<file path="src/rtl/fpms_pkg.sv">
// shared types, constants and character helpers of the fuzzy path match scorer
package fpms_pkg;

    // query geometry
    localparam int MAX_QUERY = 16;
    localparam int QIDX_W    = $clog2(MAX_QUERY);
    localparam int QPOS_W    = $clog2(MAX_QUERY + 1);

    // scoring constants
    localparam logic [6:0]  SHORT_BONUS_BASE = 7'd80;
    localparam logic [6:0]  LEN_MAX          = 7'd127;
    localparam logic [9:0]  SCORE_MAX        = 10'd1023;
    localparam logic [3:0]  BASE_BONUS       = 4'd10;
    localparam logic [2:0]  BOUNDARY_BONUS   = 3'd5;

    // separator characters
    localparam logic [7:0] CHAR_SLASH = 8'h2F;
    localparam logic [7:0] CHAR_UNDER = 8'h5F;
    localparam logic [7:0] CHAR_DASH  = 8'h2D;
    localparam logic [7:0] CHAR_DOT   = 8'h2E;

    // configuration register indexes
    typedef enum logic [1:0] {
        CFG_QUERY_LENGTH = 2'd0,
        CFG_CHARS_LOW    = 2'd1,
        CFG_CHARS_HIGH   = 2'd2
    } cfg_index_t;

    typedef logic [MAX_QUERY-1:0][7:0] query_t;

    // per-path scoring state
    typedef struct packed {
        logic [QPOS_W-1:0] query_pos;
        logic [4:0]        run_length;
        logic [7:0]        prev_char;
        logic              prev_was_match;
        logic              at_start;
        logic [9:0]        score_sum;
        logic [4:0]        base_match_count;
        logic [QPOS_W-1:0] base_query_pos;
        logic [6:0]        length_count;
    } path_state_t;

    // final result of one path
    typedef struct packed {
        logic       matched;
        logic [9:0] match_score;
    } path_result_t;

    localparam path_state_t PATH_STATE_RESET = '{
        query_pos:        '0,
        run_length:       '0,
        prev_char:        '0,
        prev_was_match:   1'b0,
        at_start:         1'b1,
        score_sum:        '0,
        base_match_count: '0,
        base_query_pos:   '0,
        length_count:     '0
    };

    function automatic logic is_upper(input logic [7:0] c);
        return (c >= 8'h41) && (c <= 8'h5A);
    endfunction

    function automatic logic is_lower(input logic [7:0] c);
        return (c >= 8'h61) && (c <= 8'h7A);
    endfunction

    // ascii lower-casing, bytes outside A..Z pass unchanged
    function automatic logic [7:0] fold(input logic [7:0] c);
        return is_upper(c) ? (c + 8'd32) : c;
    endfunction

endpackage

</file>
<file path="src/rtl/fpms_in_if.sv">
// path character channel
interface fpms_in_if;
    logic       valid;
    logic       ready;
    logic [7:0] path_char;
    logic       is_final;

    modport source (output valid, output path_char, output is_final, input ready);
    modport sink   (input valid, input path_char, input is_final, output ready);
endinterface

</file>
<file path="src/rtl/fpms_out_if.sv">
// match result channel
interface fpms_out_if;
    logic       valid;
    logic       ready;
    logic       matched;
    logic [9:0] match_score;

    modport source (output valid, output matched, output match_score, input ready);
    modport sink   (input valid, input matched, input match_score, output ready);
endinterface

</file>
<file path="src/rtl/fpms_step.sv">
// per-character state update: subsequence match, bonuses and basename tracking
module fpms_step import fpms_pkg::*;
(
    input  path_state_t       state,
    input  logic [7:0]        path_char,
    input  query_t            query,
    input  logic [QPOS_W-1:0] qlen,
    output path_state_t       state_next
);

    logic [7:0]  qc;
    logic [7:0]  bqc;
    logic        active;
    logic        hit;
    logic        boundary;
    logic [4:0]  run_inc;
    logic [6:0]  ms;
    logic [10:0] score_wide;

    // query characters under both cursors
    assign qc  = query[state.query_pos[QIDX_W-1:0]];
    assign bqc = query[state.base_query_pos[QIDX_W-1:0]];

    assign active  = state.query_pos < qlen;
    assign hit     = active && (fold(qc) == fold(path_char));
    assign run_inc = state.prev_was_match ? (state.run_length + 5'd1) : 5'd0;

    // word boundary: path start, after a separator, or a lower to upper change
    assign boundary = state.at_start
                   || (state.prev_char == CHAR_SLASH) || (state.prev_char == CHAR_UNDER)
                   || (state.prev_char == CHAR_DASH)  || (state.prev_char == CHAR_DOT)
                   || (is_upper(path_char) && is_lower(state.prev_char));

    // score of this match
    assign ms = 7'd1 + {1'b0, run_inc, 1'b0}
              + (boundary ? {4'd0, BOUNDARY_BONUS} : 7'd0)
              + ((qc == path_char) ? 7'd1 : 7'd0);
    assign score_wide = {1'b0, state.score_sum} + {4'd0, ms};

    always_comb
    begin
        state_next = state;

        // main subsequence cursor
        if (hit)
        begin
            state_next.run_length       = run_inc;
            state_next.score_sum        = (score_wide > {1'b0, SCORE_MAX}) ? SCORE_MAX
                                                                         : score_wide[9:0];
            state_next.base_match_count = state.base_match_count + 5'd1;
            state_next.query_pos        = state.query_pos + QPOS_W'(1);
            state_next.prev_was_match   = 1'b1;
        end
        else
        begin
            if (active)
            begin
                state_next.run_length = '0;
            end
            state_next.prev_was_match = 1'b0;
        end

        // basename cursor restarts at each slash
        if (path_char == CHAR_SLASH)
        begin
            state_next.base_match_count = '0;
            state_next.base_query_pos   = '0;
        end
        else if ((state.base_query_pos < qlen) && (fold(path_char) == fold(bqc)))
        begin
            state_next.base_query_pos = state.base_query_pos + QPOS_W'(1);
        end

        // path length, saturating
        if (state.length_count < LEN_MAX)
        begin
            state_next.length_count = state.length_count + 7'd1;
        end
        state_next.prev_char = path_char;
        state_next.at_start  = 1'b0;
    end

endmodule

</file>
<file path="src/rtl/fpms_result.sv">
// end-of-path score: basename, length and full-basename bonuses
module fpms_result import fpms_pkg::*;
(
    input  path_state_t       state,
    input  logic [QPOS_W-1:0] qlen,
    output path_result_t      result
);

    logic [6:0]  len_bonus;
    logic [10:0] total;

    assign len_bonus = (state.length_count < SHORT_BONUS_BASE)
                     ? (SHORT_BONUS_BASE - state.length_count) : 7'd0;

    // all terms are non-negative, so one saturation at the end suffices
    assign total = {1'b0, state.score_sum}
                 + {5'd0, state.base_match_count, 1'b0}
                 + {4'd0, len_bonus}
                 + ((state.base_query_pos >= qlen) ? {7'd0, BASE_BONUS} : 11'd0);

    always_comb
    begin
        if (qlen == '0)
        begin
            result.matched     = 1'b1;
            result.match_score = 10'd1;
        end
        else if (state.query_pos >= qlen)
        begin
            result.matched     = 1'b1;
            result.match_score = (total > {1'b0, SCORE_MAX}) ? SCORE_MAX : total[9:0];
        end
        else
        begin
            result.matched     = 1'b0;
            result.match_score = '0;
        end
    end

endmodule

</file>
<file path="src/rtl/fuzzy_path_match_scorer_unit.sv">
// Fuzzy path match scorer: streams path bytes and scores them against a query.
//
// Channels: "path" carries one byte of a candidate path per transfer, with
// is_final set on the last byte. "result" carries one transfer per path
// (matched flag and saturated score), produced by the byte marked final.
// The query is loaded through the cfg write port (length, low and high
// character words) while no path is in flight, a rule for the user that the
// block does not enforce. Throughput: one path byte per cycle unless a final
// byte waits behind a held result, set by the feedback of the scoring state
// through the per-character update logic. A byte is registered in the input
// register at its transfer, and the result of a final byte is registered in
// the output register. A stalled result holds in the output register; the
// input register still takes bytes until a final byte is waiting behind the
// held result, and then path.ready drops until the result transfers.
// Reset clears the query registers to an empty query, all path state and
// both valid flags; no clearing pass is needed.
module fuzzy_path_match_scorer_unit import fpms_pkg::*;
(
    input  logic        clk,
    input  logic        rst_n,
    fpms_in_if.sink     path,
    fpms_out_if.source  result,
    input  logic        cfg_we,
    input  logic [1:0]  cfg_index,
    input  logic [63:0] cfg_data
);

    logic [4:0]        query_length_reg;
    query_t            query_reg;
    logic [QPOS_W-1:0] qlen;

    logic              stage_valid_reg;
    logic [7:0]        stage_char_reg;
    logic              stage_final_reg;
    logic              stage_adv;

    path_state_t       state_reg;
    path_state_t       state_step;
    path_state_t       state_next;
    path_result_t      res_comb;

    logic              out_valid_reg;
    path_result_t      out_reg;

    // configuration registers
    always_ff @(posedge clk or negedge rst_n)
    begin
        if (!rst_n)
        begin
            query_length_reg <= '0;
            query_reg        <= '0;
        end
        else if (cfg_we)
        begin
            unique case (cfg_index)
                CFG_QUERY_LENGTH: query_length_reg <= cfg_data[4:0];
                CFG_CHARS_LOW:    query_reg[7:0]   <= cfg_data;
                CFG_CHARS_HIGH:   query_reg[15:8]  <= cfg_data;
                default:          ;
            endcase
        end
    end

    // lengths above the maximum act as the maximum
    assign qlen = (query_length_reg > 5'(MAX_QUERY)) ? QPOS_W'(MAX_QUERY)
                                                     : QPOS_W'(query_length_reg);

    // the scored byte moves on unless a final result would hit a held output
    assign stage_adv  = stage_valid_reg
                     && (!stage_final_reg || !out_valid_reg || result.ready);
    assign path.ready = !stage_valid_reg || stage_adv;

    // input register
    always_ff @(posedge clk or negedge rst_n)
    begin
        if (!rst_n)
        begin
            stage_valid_reg <= 1'b0;
        end
        else if (path.ready)
        begin
            stage_valid_reg <= path.valid;
        end
    end

    always_ff @(posedge clk)
    begin
        if (path.valid && path.ready)
        begin
            stage_char_reg  <= path.path_char;
            stage_final_reg <= path.is_final;
        end
    end

    fpms_step u_step (
        .state      (state_reg),
        .path_char  (stage_char_reg),
        .query      (query_reg),
        .qlen       (qlen),
        .state_next (state_step)
    );

    fpms_result u_result (
        .state  (state_step),
        .qlen   (qlen),
        .result (res_comb)
    );

    // path state returns to reset after the final byte
    assign state_next = stage_final_reg ? PATH_STATE_RESET : state_step;

    always_ff @(posedge clk or negedge rst_n)
    begin
        if (!rst_n)
        begin
            state_reg <= PATH_STATE_RESET;
        end
        else if (stage_adv)
        begin
            state_reg <= state_next;
        end
    end

    // output register
    always_ff @(posedge clk or negedge rst_n)
    begin
        if (!rst_n)
        begin
            out_valid_reg <= 1'b0;
        end
        else if (stage_adv && stage_final_reg)
        begin
            out_valid_reg <= 1'b1;
        end
        else if (result.ready)
        begin
            out_valid_reg <= 1'b0;
        end
    end

    always_ff @(posedge clk)
    begin
        if (stage_adv && stage_final_reg)
        begin
            out_reg <= res_comb;
        end
    end

    assign result.valid       = out_valid_reg;
    assign result.matched     = out_reg.matched;
    assign result.match_score = out_reg.match_score;

`ifndef ASSERT_OFF
    // a final byte leaves the path state at its reset value
    a_state_cleared: assert property (@(posedge clk) disable iff (!rst_n)
        (stage_adv && stage_final_reg) |=> (state_reg == PATH_STATE_RESET))
        else $error("path state not cleared after final byte");

    // a new result appears only after a final byte was scored
    a_result_source: assert property (@(posedge clk) disable iff (!rst_n)
        $rose(out_valid_reg) |-> $past(stage_adv && stage_final_reg))
        else $error("result valid without a scored final byte");

    // a miss always carries a zero score
    a_miss_zero: assert property (@(posedge clk) disable iff (!rst_n)
        (result.valid && !result.matched) |-> (result.match_score == '0))
        else $error("unmatched result with nonzero score");

    // the query cursor never passes the query
    a_cursor_range: assert property (@(posedge clk) disable iff (!rst_n)
        stage_valid_reg |-> (state_reg.query_pos <= QPOS_W'(MAX_QUERY)))
        else $error("query cursor out of range");
`endif

endmodule
</file>
<file path="src/flat_wrapper.sv">
// flat-port wrapper written by rule: the top's interface ports become plain ports
module fuzzy_path_match_scorer_unit_flat import fpms_pkg::*;
  (clk, rst_n, cfg_we, cfg_index, cfg_data, path_valid, path_path_char, path_is_final, path_ready, result_valid, result_matched, result_match_score, result_ready);
  fpms_in_if path_i ();
  fpms_out_if result_i ();
  input  logic clk;
  input  logic rst_n;
  input  logic cfg_we;
  input  logic [1:0] cfg_index;
  input  logic [63:0] cfg_data;
  input wire logic [$bits(path_i.valid)-1:0] path_valid;
  input wire logic [$bits(path_i.path_char)-1:0] path_path_char;
  input wire logic [$bits(path_i.is_final)-1:0] path_is_final;
  output wire logic [$bits(path_i.ready)-1:0] path_ready;
  output wire logic [$bits(result_i.valid)-1:0] result_valid;
  output wire logic [$bits(result_i.matched)-1:0] result_matched;
  output wire logic [$bits(result_i.match_score)-1:0] result_match_score;
  input wire logic [$bits(result_i.ready)-1:0] result_ready;
  assign path_i.valid = path_valid;
  assign path_i.path_char = path_path_char;
  assign path_i.is_final = path_is_final;
  assign path_ready = path_i.ready;
  assign result_valid = result_i.valid;
  assign result_matched = result_i.matched;
  assign result_match_score = result_i.match_score;
  assign result_i.ready = result_ready;
  fuzzy_path_match_scorer_unit u_core (.clk(clk), .rst_n(rst_n), .path(path_i), .result(result_i), .cfg_we(cfg_we), .cfg_index(cfg_index), .cfg_data(cfg_data));
endmodule
</file>
<file path="config.mk">
export PLATFORM = sky130hd
export DESIGN_NAME = fuzzy_path_match_scorer_unit_flat
export DESIGN_NICKNAME = d
export VERILOG_FILES = /design/src/rtl/fpms_pkg.sv /design/src/rtl/fpms_in_if.sv /design/src/rtl/fpms_out_if.sv /design/src/rtl/fpms_step.sv /design/src/rtl/fpms_result.sv /design/src/rtl/fuzzy_path_match_scorer_unit.sv /design/src/flat_wrapper.sv
export SDC_FILE = /design/constraint.sdc
export NUM_CORES = 1
export LEC_CHECK = 0
export ABC_AREA = 0
export ABC_CLOCK_PERIOD_IN_PS = 11240
export BUFFER_PORTS_ARGS = -buffer_cell sky130_fd_sc_hd__buf_2
export CORE_ASPECT_RATIO = 1.25
export CORE_MARGIN = 2
export CORE_UTILIZATION = 30
export CTS_CLUSTER_SIZE = 30
export DETAILED_ROUTE_END_ITERATION = 10
export PLACE_DENSITY_LB_ADDON = 0.1
export REMOVE_ABC_BUFFERS = 1
export SYNTH_ARGS = -nofsm -noshare
export SYNTH_HDL_FRONTEND = slang
export SYNTH_SLANG_ARGS = --single-unit
</file>
<file path="constraint.sdc">
create_clock -name clk -period 11.24 [get_ports clk]
set_clock_uncertainty 0.05 [all_clocks]
set_input_delay 1.124 -clock clk [delete_from_list [all_inputs] [get_ports clk]]
set_output_delay 1.124 -clock clk [all_outputs]
set_load 0.03 [all_outputs]
</file>
==> metrics.md <==
| Metric | Value |
|---|---|
| Std-Cell Core Area | between 40000 and 50000 um2 |
| Max-capacitance violation count | 0 |
| Sum of negative setup slack | 0 ps |
| Sort of element at the start of the critical path | register |
| WL/cell | 19.6 um |
| Proportion of register bits with asynchronous set or reset after synthesis | 90.1% |
| Critical-path cell with the highest stage delay | dfrtp_1 |
| Largest fanout on the critical path | 22 |
| Critical path's top delay family | compound AO/OA/AOI/OAI gates |
| RSZ-0062 raised after global routing | no |
| Finish-stage setup viols | 0 |
| Number of different library cells in the post-synthesis netlist | 70 |
| Clock buffer depth | 3 |
| Largest net degree at the start of global routing | 70 |
| Fin. Hold Viols | 0 |
| Area Overhead vs Synth | 15.0% |
| Flop and latch count out of synthesis | 202 |
| Type of the worst min-delay path | reg -> reg |
| Die width | ~190 um |
| Combinational Power Share | 24.1% |
| Mean cell area of the mapped netlist | around 12 um2 |
| Share of post-route cells with drive strength above 1 | 31.8% |
| Die Outline Area | 43300 um2 |
| IR drop worst, VDD | 0.0000938 V |
| Maximum operating frequency | ~0.11 GHz |
| Post-route fraction of the period consumed by the critical path | roughly four fifths |
| Residual overflow from global routing | 0 |
| Hold bufs inserted after CTS | 0 |
| Multiplexer fraction of the synthesized cell area | 26.4% |
| Clock root buffer master | clkbuf_16 |
| Post-synthesis simple-gate area fraction | a little under a tenth |
| Height of the chip | between 200 and 250 um |
| Number of synthesis warnings | 0 |
| Utilization of the core after routing | 34.9% |
| Max transition margin | approximately 30% |
| Cts bufs inserted | 24 |
| Leakage power of the design | 0.00605 uW |
| Gpl congestion | ~0.79 |
| Required time at the worst-slack endpoint | 11490 ps |
| Fraction of the mapped netlist area in adder cells | 6.91% |
| Longest individual stage delay on the worst path | 970 ps |
| Number of remaining DRC errors | 0 |
| Estimated wirelength of the detail-placed design | 24200 um |
| Net count, final | 1271 |
| Most used flip-flop cell after synthesis | dfrtp_1 |
| Class of the most critical setup path | reg -> reg |
| Clock insertion delay at the later pin of the skew report | 540 ps |
| Status | finished, final reports clean |
| Number of enable-type register cells in the synthesized netlist | 20 |
| All-Layer GR Usage | between 10% and 20% |
| Clock network power share | 35.0% |
| Total of fill cells in the finished design | 4229 |
| Number of I/O port buffers | 92 |
| Antenna Nets Post-Route | 0 |
| Overall via count from detail_route | 8607 |
| Final Power | about 2300 uW |
| Signal arrival time at the worst endpoint | 9020 ps |
| Global-route wire length before repair | ~53000 um |
| Number of antenna repair diodes | 0 |
| Final-report max-slew violation count | 0 |
| Routed wire length | 33200 um |
| Switch Pwr | 701 uW |
| Dominant combinational cell family by area after synthesis | multiplexers |
| Post-CTS setup repair buffer count | 0 |
| Number of global-route vias before repair | a little over 9000 |
| Via/cell ratio | 5.07 |
| Number of detailed-routing iterations run before antenna repair | 7 |
| Internal power | 1640 uW |
| # clock sinks | 202 |
| Pin slew with the least headroom to its limit | 1050 ps |
| Total I/O pin count | 93 |
| Fraction of power consumed by sequential logic | around 41% |
| Xor/xnor cell area share of the yosys netlist | 3.06% |
| Post-layout minimum cycle time | 8770 ps |
| Max FFs per register | 128 |
| Clock transition at the registers of the reported paths | roughly 60 ps |
| Initial cell density of the core | 30.4% |
| Cell area after synthesis | 12500 um2 |
| Number of placement rows | 83 |
| Switching part of the total | 30.0% |
| Level count of the clock H-tree | 1 |
| Capturing element type of the critical path | register |
| Pwr/cell area | 163 nW/um2 |
| Gate count of the mapped netlist | 1050 |
| Detailed Route Iter0 Violations | 320 |
| CTS resizes | 0 |
| Clock tree from TritonCTS | built |
| Sequential-to-total area share from yosys stat | between 40% and 50% |
| Antenna violations before repair | 0 |
| Buffers & Inverters on Critical Path | 3 |
| Area fraction in compound gates after synthesis | 9.52% |
[path summary, 6_finish.rpt]
kind | cells past startpoint | slack [ps] | endpoint | start
setup / recovery | 33 | 2470 | u_core.result.match_score[9] | u_core.state_reg[45]
hold reg to reg | 2 | 420 | u_core.state_reg[27] | u_core.state_reg[27]
setup reg to reg | 33 | 2470 | u_core.result.match_score[9] | u_core.state_reg[45]
min in group asynchronous | 1 | 530 | u_core.query_reg[119] | rst_n
max in group asynchronous | 2 | 9220 | u_core.state_reg[43] | rst_n
hold / removal | 2 | 420 | u_core.state_reg[27] | u_core.state_reg[27]
[per-layer routing]
metal / GRT usage (%) / up-vias / share of wire, %
li1: - / 4079 / -
met1: 18.8 / 4331 / 42
met2: 28.7 / 144 / 51
met3: 2.30 / 53 / 3.4
met5: 0 / - / 0
met4: 5.36 / 0 / 3.1
[worst min-delay path: stages (launching register included)]
cell and delay (ps):
dfstp_2 370, nand2_1 50, nand2_1 50
[Yosys cell counts, types with 20 or more instances]
master    instances  area share (%)
a21oi_1          38             1.5
xnor2_1          24             1.7
clkbuf_1         36             1.1
mux2i_1          22             1.8
ha_1             53             5.3
nand2_1          71             2.1
o21ai_0          52             2.1
nand3_1          25             1.0
inv_1            46             1.4
dfrtp_1         181              36
mux2_2          138              12
mux4_2           64              12
nor2_1           31            0.93
edfxtp_1         20             4.8
[cells in the final DEF (no fill, tap or decap), types with 20 or more instances in the layout]
cell       count
mux2_2       138
dfrtp_1      178
edfxtp_1      20
nand3_1       25
mux4_2        64
clkbuf_16     26
ha_1          53
a21oi_1       38
nand2_1       71
mux2i_1       22
inv_1         46
xnor2_1       24
buf_2         91
nor2_1        30
o21ai_0       52
[power by group through the flow]
stage | sequential, uW | combinational (uW) | clock (uW)
2_1_floorplan | 942 | 415 | 0
3_3_place_gp | 971 | 572 | 0
3_5_place_dp | 972 | 575 | 0
4_1_cts | 959 | 579 | 846
5_1_grt | 974 | 643 | 872
6_report | 958 | 564 | 818
[cell type report]
cell class / count / area [um2] / share of cell area, %
Multi-Input combinational cell: 742 / 6900 / 48.0
Sequential cell: 202 / 5160 / 35.9
Clock buffer: 34 / 731 / 5.09
Tap cell: 552 / 691 / 4.81
Timing Repair Buffer: 110 / 604 / 4.21
Inverter: 48 / 180 / 1.25
Clock inverter: 8 / 98.8 / 0.688
[metrics by stage]
step | area (um2) | std cells | hold WS [ps] | setup WS [ps]
after detailed placement | 13500 | 1654 | 418 | 2370
after global placement | 13500 | 1654 | 410 | 2520
final | 14400 | 1696 | 418 | 2470
after floorplan | 12200 | 992 | 389 | 2800
after global routing | 14400 | 1696 | 438 | 1680
after CTS | 14400 | 1696 | 424 | 2330
[cell families (layout without fill, tap and decap cells)]
kind of cell,count (synthesis),count (layout)
mux,227,227
simple gates,227,227
flops,202,202
compound gates,183,183
buf+inv,106,200
fa+ha+maj,63,63
xor+xnor,42,42
(Power assumes the default switching activity.)
